File: src/rtl/tpa_pkg.sv
// shared types and fixed field widths for the triangle perimeter/area block
// no dependencies
`default_nettype none

package tpa_pkg;

    // widths of the result fields
    localparam int PERIM_W = 22;
    localparam int AREA_W  = 25;

    // pipeline control shared by every stage
    typedef struct packed {
        logic adv;
    } ctl_t;

endpackage

`default_nettype wire

File: src/rtl/tpa_sqrt.sv
// pipelined integer square root, one root bit per register stage, one or more lanes
// depends on tpa_pkg
`default_nettype none

module tpa_sqrt #(
    parameter int LANES = 1,
    parameter int RW    = 8
) (
    input  wire logic            clk,
    input  wire tpa_pkg::ctl_t   ctl,
    input  wire logic [RW-1:0]   rad [LANES],
    output logic [RW/2-1:0]      root [LANES]
);
    import tpa_pkg::*;

    localparam int NS = RW / 2;
    localparam int QW = RW / 2;
    localparam int MW = QW + 2;

    logic [RW-1:0] rad_reg  [NS][LANES];
    logic [MW-1:0] rem_reg  [NS][LANES];
    logic [QW-1:0] root_reg [NS][LANES];

    genvar s, l;
    generate
        for (s = 0; s < NS; s++) begin : g_stage
            for (l = 0; l < LANES; l++) begin : g_lane
                logic [RW-1:0] rad_in;
                logic [MW-1:0] rem_in;
                logic [QW-1:0] root_in;
                logic [MW-1:0] cur;
                logic [MW-1:0] trial;

                // stage inputs
                if (s == 0) begin : g_first
                    assign rad_in  = rad[l];
                    assign rem_in  = '0;
                    assign root_in = '0;
                end
                else begin : g_next
                    assign rad_in  = rad_reg[s-1][l];
                    assign rem_in  = rem_reg[s-1][l];
                    assign root_in = root_reg[s-1][l];
                end

                // bring down two radicand bits and try the next root bit
                assign cur   = {rem_in[MW-3:0], rad_in[RW-1 -: 2]};
                assign trial = {root_in, 2'b01};

                always_ff @(posedge clk)
                begin
                    if (ctl.adv)
                    begin
                        rad_reg[s][l] <= {rad_in[RW-3:0], 2'b00};
                        if (cur >= trial)
                        begin
                            rem_reg[s][l]  <= cur - trial;
                            root_reg[s][l] <= {root_in[QW-2:0], 1'b1};
                        end
                        else
                        begin
                            rem_reg[s][l]  <= cur;
                            root_reg[s][l] <= {root_in[QW-2:0], 1'b0};
                        end
                    end
                end
            end
        end

        // final roots
        for (l = 0; l < LANES; l++) begin : g_out
            assign root[l] = root_reg[NS-1][l];
        end
    endgenerate

endmodule

`default_nettype wire

File: config.mk
export PLATFORM = sky130hd
export DESIGN_NAME = tpa_sqrt
export DESIGN_NICKNAME = d
export VERILOG_FILES = /design/src/rtl/tpa_pkg.sv /design/src/rtl/tpa_sqrt.sv
export SDC_FILE = /design/constraint.sdc
export NUM_CORES = 1
export LEC_CHECK = 0
export BUFFER_PORTS_ARGS = -buffer_cell sky130_fd_sc_hd__buf_2
export CORE_UTILIZATION = 50
export CTS_BUF_LIST = sky130_fd_sc_hd__clkbuf_4 sky130_fd_sc_hd__clkbuf_8
export DETAILED_ROUTE_END_ITERATION = 6
export MAX_ROUTING_LAYER = met4
export PLACE_DENSITY = 0.73
export SYNTH_ARGS = -nofsm -noshare
export SYNTH_HDL_FRONTEND = slang
export SYNTH_SLANG_ARGS = --single-unit
export TNS_END_PERCENT = 5
File: constraint.sdc
create_clock -name clk -period 1.9 [get_ports clk]
set_input_delay 0 -clock clk [delete_from_list [all_inputs] [get_ports clk]]
set_output_delay 0 -clock clk [all_outputs]
set_load 0.01 [all_outputs]
==> metrics.md, run 1 <==
| Metric | Value |
|---|---|
| Reg2reg end | rem_reg[0][9] |
| First DRT Iteration DRCs | 15 |
| Cell area after synthesis | 1460 µm² |
| Post-synthesis net count | 123 |
| Clk Latency, worst-skew pair | 0.32 ns |
| Setup tns final | 0 ns |
| Final RePlAce weighted congestion | 0.8695 |
| Unrepaired setup endpoints after global routing | no |
| Drt first pass iters | 4 |
| Vias in the first global route | 848 |
| Seq cells post-synth | 33 |
| Clock tree buffer depth | 2 |
| First-pass GRT wire length | 3.256 mm |
| Routed wire length | a little under 2 mm |
| Worst path cell trace | ha_2 -> or4b_4 -> a21oi_4 -> nor3_1 -> xor2_1 |
| Hold crit path type | input port to register |
| Clk_skew | 0.006723 ns |
| WP data required | between 1.5 and 2 ns |
| Final Cell Area | 1680 µm² |
| Vias/cell | 5.051 |
| Synth area leader | edfxtp_1 |
| Synth unique cells | 26 |
| FMAX | 551.9 MHz |
| Compound-Gate Fraction of Synth Area | 0.06341 |
| Pwr Density | 858.2 nW/µm² |
| Share of the synthesized area in the top cell type | 0.6581 |
| H-tree levels | 2 |
| CTS tree | yes |
| Cells after DPL | 143 |
| Total leakage power | 0.6777 nW |
| Drt drc | 0 |
| Crit path kind | register to register |
| Final Hold Viols | 0 |
| Startpoint Class | register |
| GRT overflow | 0 |
| WHS Endpoint | rem_reg[0][1] |
| Final Non-Filler Cells | 158 |
| Layout area overhead | 15.08% |
| WHS | around 0.029 ns |
| Die span in x | 56.04 µm |
| Post-synthesis simple-gate area fraction | 0.07112 |
| Layout Nets | 147 |
| Post-synthesis sequential area ratio | 0.6718 |
| YS warnings | 0 |
| Via count | roughly 800 |
| GRT Overall Usage | 0.1502 |
| Final worst-path cycle share | 0.9536 |
| Port buffer count | 13 |
| Post-placement cell area | between 1500 and 2000 µm² |
| HPWL Detailed | 1.429 mm |
| WP data arrival | 1.89 ns |
| Final core utilization | 0.6093 |
| Place WS | just under 0.02 ns |
| I/O pins | 14 |
| CP max stage cell | or4b_4 |
| Setup violations, final | 0 |
| Status | completed |
| Max FO, Critical Path | 3 |
| Fraction of the mapped netlist area in adder cells | 0.09426 |
| Largest net degree at the start of global routing | 21 |
| Actual slew at the worst max-slew pin | 0.3907 ns |
| Final setup margin | 0.08822 ns |
| Wire length per cell after detailed routing | approximately 12 µm |
| Die area | approximately 3100 µm² |
| # diodes | 0 |
| Initial antenna violation count | 0 |
| Largest family of logic cells by synthesized area | adder cells |
| Synth Area in XOR/XNOR | 0.03599 |
| Clock transition at the registers of the reported paths | 0.10 ns |
| Max FFs per register | 12 |
| Clk root buf | clkbuf_4 |
| Antenna violation net count after detailed routing | 0 |
| Syn Area/Cell | 14.32 µm² |
| Sink Count | 33 |
| Worst setup EP type | register |
| Tot Pwr | 1.442 mW |
| Die height | about 56 µm |
| Synth area leaders | edfxtp_1 66%, ha_1 9.4%, inv_1 3.6%, xnor2_1 2.4%, a21oi_1 1.7% |
| Minimum clock period | 1.812 ns |
| Crit path largest cell delay | 0.56 ns |
| Max Cap Viol | 0 |
| Worst r2r src | rem_reg[0][0] |
| Starting density of the core | 0.5295 |
| Post-Synthesis Cells | between 100 and 150 |
| Post-synthesis mux area share | 0.01457 |
| R2r worst-path depth | 5 |
| Num CTS Buffers | 5 |
| Fillers | 238 |
| Max-slew violations | 0 |
| Hold path start | rad[7] |
| Hold path cells | 3 |
| Slew headroom | 0.7359 |
| R2R Setup Slk | 0.09 ns |
| Share of layout cells above drive strength 1 | 0.2283 |
| Site Rows | 19 |
| Core area | around 2800 µm² |
| Worst VDD drop | 0.5872 mV |
-- cell families (layout without fill, tap and decap cells) --
logic type,after synthesis,after routing
xor gates and xnor gates,6,6
and+or+nand+nor,17,17
AOI/OAI and AO/OA,14,14
muxes,2,2
adders and majority gates,11,11
buffers and inverters,19,44
DFF,33,33
-- layer usage --
metal	part of all wire	global-route usage	vias up	wire length (µm)
li1	-	-	406	-
met4	0.021	0.1080	0	41
met3	0.035	0.05349	6	68
met1	0.37	0.1248	368	721
met2	0.57	0.2687	18	1093
met5	0	-	-	0
-- power breakdown --
part | leakage (nW) | internal [mW] | switching [mW] | total [mW]
Combinational | 0.330 | 0.0921 | 0.0991 | 0.191
Sequential | 0.318 | 0.881 | 0.0244 | 0.905
Clock | 0.0300 | 0.133 | 0.213 | 0.346
-- worst max-delay path by stage --
stage                              from  slack, ns  cells after the start             to
after CTS                 rem_reg[0][0]       0.02                      5  rem_reg[0][9]
final                     rem_reg[0][0]       0.09                      5  rem_reg[0][9]
after global placement    rem_reg[0][0]       0.09                      5  rem_reg[0][9]
after floorplan           rem_reg[0][0]       0.12                      5  rem_reg[0][9]
after global routing      rem_reg[0][0]       0.02                      5  rem_reg[0][9]
after detailed placement  rem_reg[0][0]       0.02                      5  rem_reg[0][9]
-- critical path, delay by kind of cell, from the launching register on --
kind | cells | cell delay [ns]
adder cells (fa/ha/maj) | 1 | 0.21
AND/OR/NAND/NOR | 2 | 0.65
flip-flops | 1 | 0.41
AO/OA/AOI/OAI | 1 | 0.16
XOR/XNOR | 1 | 0.14
-- cells in the final DEF (no fill, tap or decap) --
master	Yosys	layout
xnor2_1	4	4
edfxtp_1	32	32
dfxtp_1	1	1
nand3_1	1	1
o21a_1	2	2
dlygate4sd3_1	0	6
a21oi_1	5	5
nand2_1	1	1
a21oi_4	1	1
o21ai_0	4	4
clkinv_2	0	1
or4b_4	1	1
mux2i_1	1	1
buf_2	0	13
nor2b_1	1	1
ha_1	11	10
nor3_1	1	1
clkbuf_4	0	5
or2b_2	1	1
ha_2	0	1
and2_1	2	2
inv_1	14	14
mux2_2	1	1
buf_4	0	3
nor4b_1	1	1
nor2_1	6	6
o21ai_2	1	1
clkinv_1	0	2
nor3b_1	1	1
a211oi_1	1	1
or4b_2	1	1
xor2_1	2	2
-- repair_timing --
action                     4_1_cts  5_1_grt
gates resized for setup          0        1
hold endpoints to repair         6        0
setup endpoints to repair        0        1
hold buffers                     6        0
buffers inserted                 0        1
-- layout make-up --
cell class | instances | area [µm²] | area share
Tap cell | 31 | 38.79 | 0.02308
Timing Repair Buffer | 22 | 147.6 | 0.08786
Sequential cell | 33 | 980.9 | 0.5838
Inverter | 14 | 52.55 | 0.03127
Clock buffer | 5 | 37.54 | 0.02234
Clock inverter | 3 | 12.51 | 0.007446
Multi-Input combinational cell | 50 | 410.4 | 0.2442
-- synthesized netlist by cell type --
cell / n
nor2b_1: 1
nand2_1: 1
a21oi_4: 1
nor3_1: 1
a21oi_1: 5
inv_1: 14
o21ai_2: 1
xor2_1: 2
clkbuf_1: 5
edfxtp_1: 32
nor4b_1: 1
and2_1: 2
nor2_1: 6
mux2i_1: 1
nand3_1: 1
or2b_2: 1
o21ai_0: 4
nor3b_1: 1
xnor2_1: 4
o21a_1: 2
ha_1: 11
mux2_2: 1
or4b_2: 1
or4b_4: 1
dfxtp_1: 1
a211oi_1: 1
(Power assumes the default switching activity.)
==> run 2: changes to the inputs <==
--- a/config.mk
+++ b/config.mk
@@ -5,12 +5,13 @@
 export SDC_FILE = /design/constraint.sdc
 export NUM_CORES = 1
 export LEC_CHECK = 0
+export ABC_AREA = 1
 export BUFFER_PORTS_ARGS = -buffer_cell sky130_fd_sc_hd__buf_2
 export CORE_UTILIZATION = 50
 export CTS_BUF_LIST = sky130_fd_sc_hd__clkbuf_4 sky130_fd_sc_hd__clkbuf_8
 export DETAILED_ROUTE_END_ITERATION = 6
 export MAX_ROUTING_LAYER = met4
-export PLACE_DENSITY = 0.73
+export PLACE_DENSITY = 0.72
 export SYNTH_ARGS = -nofsm -noshare
 export SYNTH_HDL_FRONTEND = slang
 export SYNTH_SLANG_ARGS = --single-unit
==> metrics.md, run 2 <==
| Metric | Value |
|---|---|
| Startpoint Class | register |
| Final Hold Viols | 0 (unchanged) |
| First-pass GRT wire length | 3.739 mm (+15%) |
| Final RePlAce weighted congestion | 0.8636 (-0.68%) |
| Worst r2r src | rem_reg[0][6] |
| Cell area after synthesis | 1574 µm² (+7.8%) |
| Clock tree buffer depth | 2 (unchanged) |
| WP data arrival | 1.64 ns (-0.25 ns) |
| Site Rows | 19 (unchanged) |
| Drt drc | 0 (unchanged) |
| Post-synthesis sequential area ratio | 0.6232 (-0.04860) |
| Post-CTS Resized | 0 (unchanged) |
| Commonest cells after routing, fill and taps aside | 32 x edfxtp_1, 26 x inv_1, 23 x nand2_1, 13 x buf_2, 11 x ha_1 |
| Max FO, Critical Path | 6 (+3) |
| R2r worst-path depth | 7 (+2) |
| Seq cells post-synth | 33 (unchanged) |
| Clk_skew | 0.007029 ns (+0.0003054 ns) |
| Total leakage power | 0.8304 nW (+23%) |
| Sink Count | 33 (unchanged) |
| Share of layout cells above drive strength 1 | 0.1914 (-0.03699) |
| GRT Overall Usage | 0.1644 (+0.01420) |
| Ys async rst share | 0 (unchanged) |
| Port buffer count | 13 (unchanged) |
| Clock transition at the registers of the reported paths | 0.09 ns (about the same) |
| CTS tree | yes |
| Commonest non-fill, non-tap cell in the layout | edfxtp_1 |
| Clk root buf | clkbuf_4 |
| Hold_buf cts | 8 (+2) |
| Core area | 2877 µm² (+4.3%) |
| Top-count cell post-synth | edfxtp_1 |
| HPWL Detailed | 1.534 mm (+7.3%) |
| FMAX | 645.4 MHz (+17%) |
| WP data required | 1.99 ns (+0.02 ns) |
| I/O pins | 14 (unchanged) |
| Post-Synthesis Cells | 136 (+33%) |
| Place WS | 0.3792 ns (+0.3599 ns) |
| Via count | 974 (+22%) |
| Routed wire length | 2.121 mm (+10%) |
| Cells after DPL | 188 (+31%) |
| Synth area leaders | edfxtp_1 61%, ha_1 8.7%, inv_1 6.2%, nand2_1 5.5%, nand3_1 2.9% |
| # diodes | 0 (unchanged) |
| Share of the synthesized area in the top cell type | 0.6105 (-0.04760) |
| GRT overflow | 0 (unchanged) |
| YS warnings | 0 (unchanged) |
| Synth unique cells | 25 (-3.8%) |
| Layout area overhead | 15.02% (about the same) |
| Pwr Density | 823.2 nW/µm² (-4.1%) |
| Unrepaired setup endpoints after global routing | no |
| Worst VDD drop | 0.5855 mV (-0.29%) |
| List of most frequent post-synthesis cells | 32 x edfxtp_1, 26 x inv_1, 23 x nand2_1, 11 x ha_1, 9 x nand3_1 |
| Hold crit path type | input port to register |
| R2R Setup Slk | 0.35 ns (+0.26 ns) |
| Largest net degree at the start of global routing | 18 (-14%) |
| Post-synthesis net count | 157 (+28%) |
| Max FFs per register | 12 (unchanged) |
| Reg2reg end | rem_reg[1][3] |
| Max Cap Viol | 0 (unchanged) |
| Wire length per cell after detailed routing | 10.40 µm (-15%) |
| Die height | 58.11 µm (+3.7%) |
| Tot Pwr | 1.490 mW (+3.3%) |
| Max-slew violations | 0 (unchanged) |
| Starting density of the core | 0.5472 (+0.01770) |
| Die span in x | 58.11 µm (+3.7%) |
| Status | completed |
| Vias in the first global route | 932 (+9.9%) |
| Final Non-Filler Cells | 204 (+29%) |
| Drt first pass iters | 5 (+1) |
| Initial antenna violation count | 0 (unchanged) |
| Vias/cell | 4.775 (-5.5%) |
| Ys flop type | edfxtp_1 |
| Num CTS Buffers | 5 (unchanged) |
| Minimum clock period | 1.550 ns (-0.2622 ns) |
| Antenna violation net count after detailed routing | 0 (unchanged) |
| Clk Latency, worst-skew pair | 0.33 ns (about the same) |
| Post-CTS Setup Repair Bufs | 0 (unchanged) |
| Setup tns final | 0 ns (unchanged) |
| Die area | 3376 µm² (+7.5%) |
| Actual slew at the worst max-slew pin | 0.3811 ns (-0.009534 ns) |
| Setup violations, final | 0 (unchanged) |
| Critical path endpoint | rem_reg[1][3] |
| H-tree levels | 2 (unchanged) |
| Final setup margin | 0.3505 ns (+0.2622 ns) |
| Layout Nets | 182 (+24%) |
| Slew headroom | 0.7459 (+0.01003) |
| Synth area leader | edfxtp_1 |
| Worst setup EP type | register |
| First DRT Iteration DRCs | 13 (-2) |
| Worst Setup SP | rem_reg[0][6] |
| Number of flops mapped to enable cells by yosys | 32 (unchanged) |
| Syn Area/Cell | 11.57 µm² (-19%) |
| Crit path kind | register to register |
| Final worst-path cycle share | 0.8156 (-0.1380) |
[run 2: layout make-up]
| type | count | area, µm² |
|---|---|---|
| flip-flops and latches | 33 | 980.9 |
| inverters | 27 | 101.3 |
| clock buffers | 5 | 37.54 |
| well taps | 42 | 52.55 |
| multi-input cells | 71 | 465.4 |
| clock inverters | 3 | 12.51 |
| fillers | 237 | 1066 |
| repair buffers | 23 | 160.2 |
[run 2: worst min path at each step]
stage | startpoint | to | slack [ns] | cells past startpoint
after floorplan | rad[0] | rad_reg[0][0] | 0.1 | 0
after global placement | rad[1] | rad_reg[0][1] | 0.18 | 1
after detailed placement | rad[0] | rad_reg[0][0] | 0.18 | 1
after CTS | ctl | rad_reg[0][3] | 0.1 | 1
after global routing | ctl | rad_reg[0][2] | 0.09 | 1
final | ctl | rad_reg[0][3] | 0.10 | 1
[run 2: kinds of logic (layout without fill, tap and decap cells)]
family	after synthesis	after routing	synth area share
AOI/OAI and AO/OA	8	8	0.02941
xor gates and xnor gates	3	3	0.01670
adders and majority gates	11	11	0.08744
buffers and inverters	32	58	0.08107
DFF	33	33	0.6232
and+or+nand+nor	49	49	0.1622
[run 2: through the flow]
step                hold slack (ns)  instance area (µm²)  utilization
finish                       0.1027                 1810       0.6294
global route                0.09237                 1810       0.6294
CTS                         0.09931                 1810       0.6294
detailed placement           0.1785                 1680       0.5842
global placement             0.1762                 1680       0.5842
floorplan                   0.09887                 1574            -
[run 2: power by group]
part,internal [mW],total (mW),switching (mW)
combinational,0.0968,0.232,0.135
sequential,0.878,0.903,0.0253
clock,0.133,0.355,0.222
total,1.11,1.49,0.382
[run 2: routing by layer]
metal | up-vias | GRT usage | share of wire
met4 | 0 | 0.09524 | 0.028
li1 | 493 | - | -
met1 | 449 | 0.1584 | 0.40
met5 | - | - | 0
met2 | 23 | 0.2677 | 0.52
met3 | 9 | 0.07813 | 0.051
[run 2: critical path, cell delays in order (launching register included)]
cell and delay (ns):
edfxtp_1 0.41, ha_1 0.38, nand2_1 0.12, nand3_1 0.09, nand2_2 0.12, nand2_2 0.08, nand2_1 0.07, nand2_1 0.04
==> run 3: changes to the inputs <==
--- a/config.mk
+++ b/config.mk
@@ -5,13 +5,13 @@
 export SDC_FILE = /design/constraint.sdc
 export NUM_CORES = 1
 export LEC_CHECK = 0
-export ABC_AREA = 1
+export ABC_AREA = 0
 export BUFFER_PORTS_ARGS = -buffer_cell sky130_fd_sc_hd__buf_2
 export CORE_UTILIZATION = 50
 export CTS_BUF_LIST = sky130_fd_sc_hd__clkbuf_4 sky130_fd_sc_hd__clkbuf_8
 export DETAILED_ROUTE_END_ITERATION = 6
 export MAX_ROUTING_LAYER = met4
-export PLACE_DENSITY = 0.72
+export PLACE_DENSITY = 0.7
 export SYNTH_ARGS = -nofsm -noshare
 export SYNTH_HDL_FRONTEND = slang
 export SYNTH_SLANG_ARGS = --single-unit
==> constraint.sdc (replaced) <==
create_clock -name clk -period 1.5 [get_ports clk]
set_input_delay 0 -clock clk [delete_from_list [all_inputs] [get_ports clk]]
set_output_delay 0 -clock clk [all_outputs]
set_load 0.01 [all_outputs]
==> metrics.md, run 3 (same netlist as run 1, synthesis figures left out) <==
| Metric | Value |
|---|---|
| Vias/cell | 4.912 (+2.9%) |
| Startpoint Class | register |
| Max FO, Critical Path | 4 (-2) |
| Post-placement cell area | 1673 µm² (-0.45%) |
| Drt drc | 0 (unchanged) |
| Wire length per cell after detailed routing | 12.31 µm (+18%) |
| Actual slew at the worst max-slew pin | 0.2066 ns (-0.1745 ns) |
| Setup tns final | -1.069 ns (-1.069 ns) |
| Final Hold Viols | 0 (unchanged) |
| Crit path largest cell delay | 0.52 ns (+0.11 ns) |
| Port buffer count | 13 (unchanged) |
| Status | complete, but fails checks |
| R2r worst-path depth | 5 (-2) |
| Share of layout cells above drive strength 1 | 0.3714 (+0.1801) |
| Antenna violation net count after detailed routing | 0 (unchanged) |
| Num CTS Buffers | 5 (unchanged) |
| Routed wire length | 2.105 mm (-0.75%) |
| Max Cap Viol | 0 (unchanged) |
| Final worst-path cycle share | 1.157 (+0.3417) |
| Commonest cells after routing, fill and taps aside | 32 x edfxtp_1, 16 x buf_4, 13 x inv_1, 13 x buf_2 |
| Worst setup EP type | register |
| I/O pins | 14 (unchanged) |
| Clk root buf | clkbuf_4 |
| FMAX | 576.1 MHz (-11%) |
| Setup violations, final | 10 (+10) |
| Max FFs per register | 12 (unchanged) |
| First-pass GRT wire length | 3.629 mm (-2.9%) |
| Core area | 2758 µm² (-4.1%) |
| CP max stage cell | or4b_4 |
| Initial antenna violation count | 0 (unchanged) |
| H-tree levels | 2 (unchanged) |
| Hold crit path type | input port to register |
| Failing checks | setup timing |
| First DRT Iteration DRCs | 12 (-1) |
| Largest net degree at the start of global routing | 18 (unchanged) |
| Max-slew violations | 0 (unchanged) |
| Commonest non-fill, non-tap cell in the layout | edfxtp_1 |
| HPWL Detailed | 1.461 mm (-4.7%) |
| Die span in x | 56.04 µm (-3.6%) |
| Final setup margin | -0.2359 ns (-0.5864 ns) |
| Hold path cells | 3 (+2) |
| R2R Setup Slk | -0.24 ns (-0.59 ns) |
| Pwr Density | 1125 nW/µm² (+37%) |
| Drt first pass iters | 3 (-2) |
| Total leakage power | 0.7645 nW (-7.9%) |
| Site Rows | 19 (unchanged) |
| Clk Latency, worst-skew pair | 0.32 ns (about the same) |
| Via count | 840 (-14%) |
| GRT overflow | 0 (unchanged) |
| CTS tree | yes |
| WP data arrival | 1.82 ns (+0.18 ns) |
| Crit path kind | register to register |
| Worst path cell trace | ha_2 -> or4b_4 -> a21oi_4 -> nor3_2 -> xor2_1 |
| Sink Count | 33 (unchanged) |
| Layout Nets | 160 (-12%) |
| Vias in the first global route | 868 (-6.9%) |
| Final Cell Area | 1879 µm² (+3.8%) |
| Worst path top cell family by delay | simple AND/OR/NAND/NOR gates |
| Unrepaired setup endpoints after global routing | yes |
| Final RePlAce weighted congestion | 0.8368 (-3.1%) |
| Die area | 3140 µm² (-7.0%) |
| Clk_skew | 0.01274 ns (+0.005713 ns) |
| CP bufs+invs | 0 (unchanged) |
| Die height | 56.04 µm (-3.6%) |
| Clock transition at the registers of the reported paths | 0.10 ns (about the same) |
| # diodes | 0 (unchanged) |
| Starting density of the core | 0.5295 (-0.01770) |
| Layout area overhead | 28.71% |
| CP Depth | 5 (-2) |
| Slew headroom | 0.8608 (+0.1149) |
| WP data required | 1.58 ns (-0.41 ns) |
| Minimum clock period | 1.736 ns (+0.1864 ns) |
| GRT Overall Usage | 0.1648 (+0.0004221) |
| Worst VDD drop | 0.8411 mV (+44%) |
| WHS | 0.03355 ns (-0.06910 ns) |
| Clock tree buffer depth | 2 (unchanged) |
==> run 3: report_power, final <==
part	internal, mW	switching, mW	leakage [nW]
clock network	0.365	0.272	0.0433
logic	0.179	0.144	0.403
registers	1.12	0.0386	0.318
==> run 3: repair_timing <==
action,4_1_cts,5_1_grt
pin swaps,4,1
endpoints found under the hold margin,6,0
endpoints found under the setup margin,11,10
buffers inserted,0,0
hold buffers,6,0
gates resized for setup,12,0
==> run 3: per-layer routing <==
layer / share of wire / vias to the layer above / track usage
li1: - / 432 / -
met1: 0.38 / 386 / 0.1586
met2: 0.57 / 17 / 0.2959
met3: 0.030 / 5 / 0.04884
met4: 0.015 / 0 / 0.08362
met5: 0 / - / -
==> run 3: per-stage QoR <==
| stage | worst slack [ns] | cells | total power, mW | utilization |
|---|---|---|---|---|
| finish | -0.2359 | 171 | 2.115 | 0.6815 |
| global route | -0.2818 | 171 | 2.223 | 0.6815 |
| CTS | -0.2443 | 171 | 2.137 | 0.6815 |
| detailed placement | -0.2673 | 157 | 1.443 | 0.6066 |
| global placement | -0.2000 | 157 | 1.424 | 0.6066 |
| floorplan | -0.1935 | 102 | 1.327 | - |
==> run 3: final cells by class <==
class                   instances  area, µm²
flip-flops and latches         33      980.9
repair buffers                 35      245.2
fillers                       211      878.3
clock inverters                 2      33.78
clock buffers                   6      45.04
well taps                      31      38.79
multi-input cells              50      483.0
inverters                      14      52.55
==> run 3: final timing paths <==
check | start | to
hold reg to reg | rad_reg[0][1] | rad_reg[1][3]
setup reg to reg | rem_reg[0][0] | rem_reg[0][9]
setup / recovery | rem_reg[0][0] | rem_reg[0][9]
hold / removal | rad[7] | rem_reg[0][1]
==> run 3: worst min-delay path: stages <==
cell	delay [ns]
buf_2	0.09
nor2_1	0.04
a21oi_1	0.11
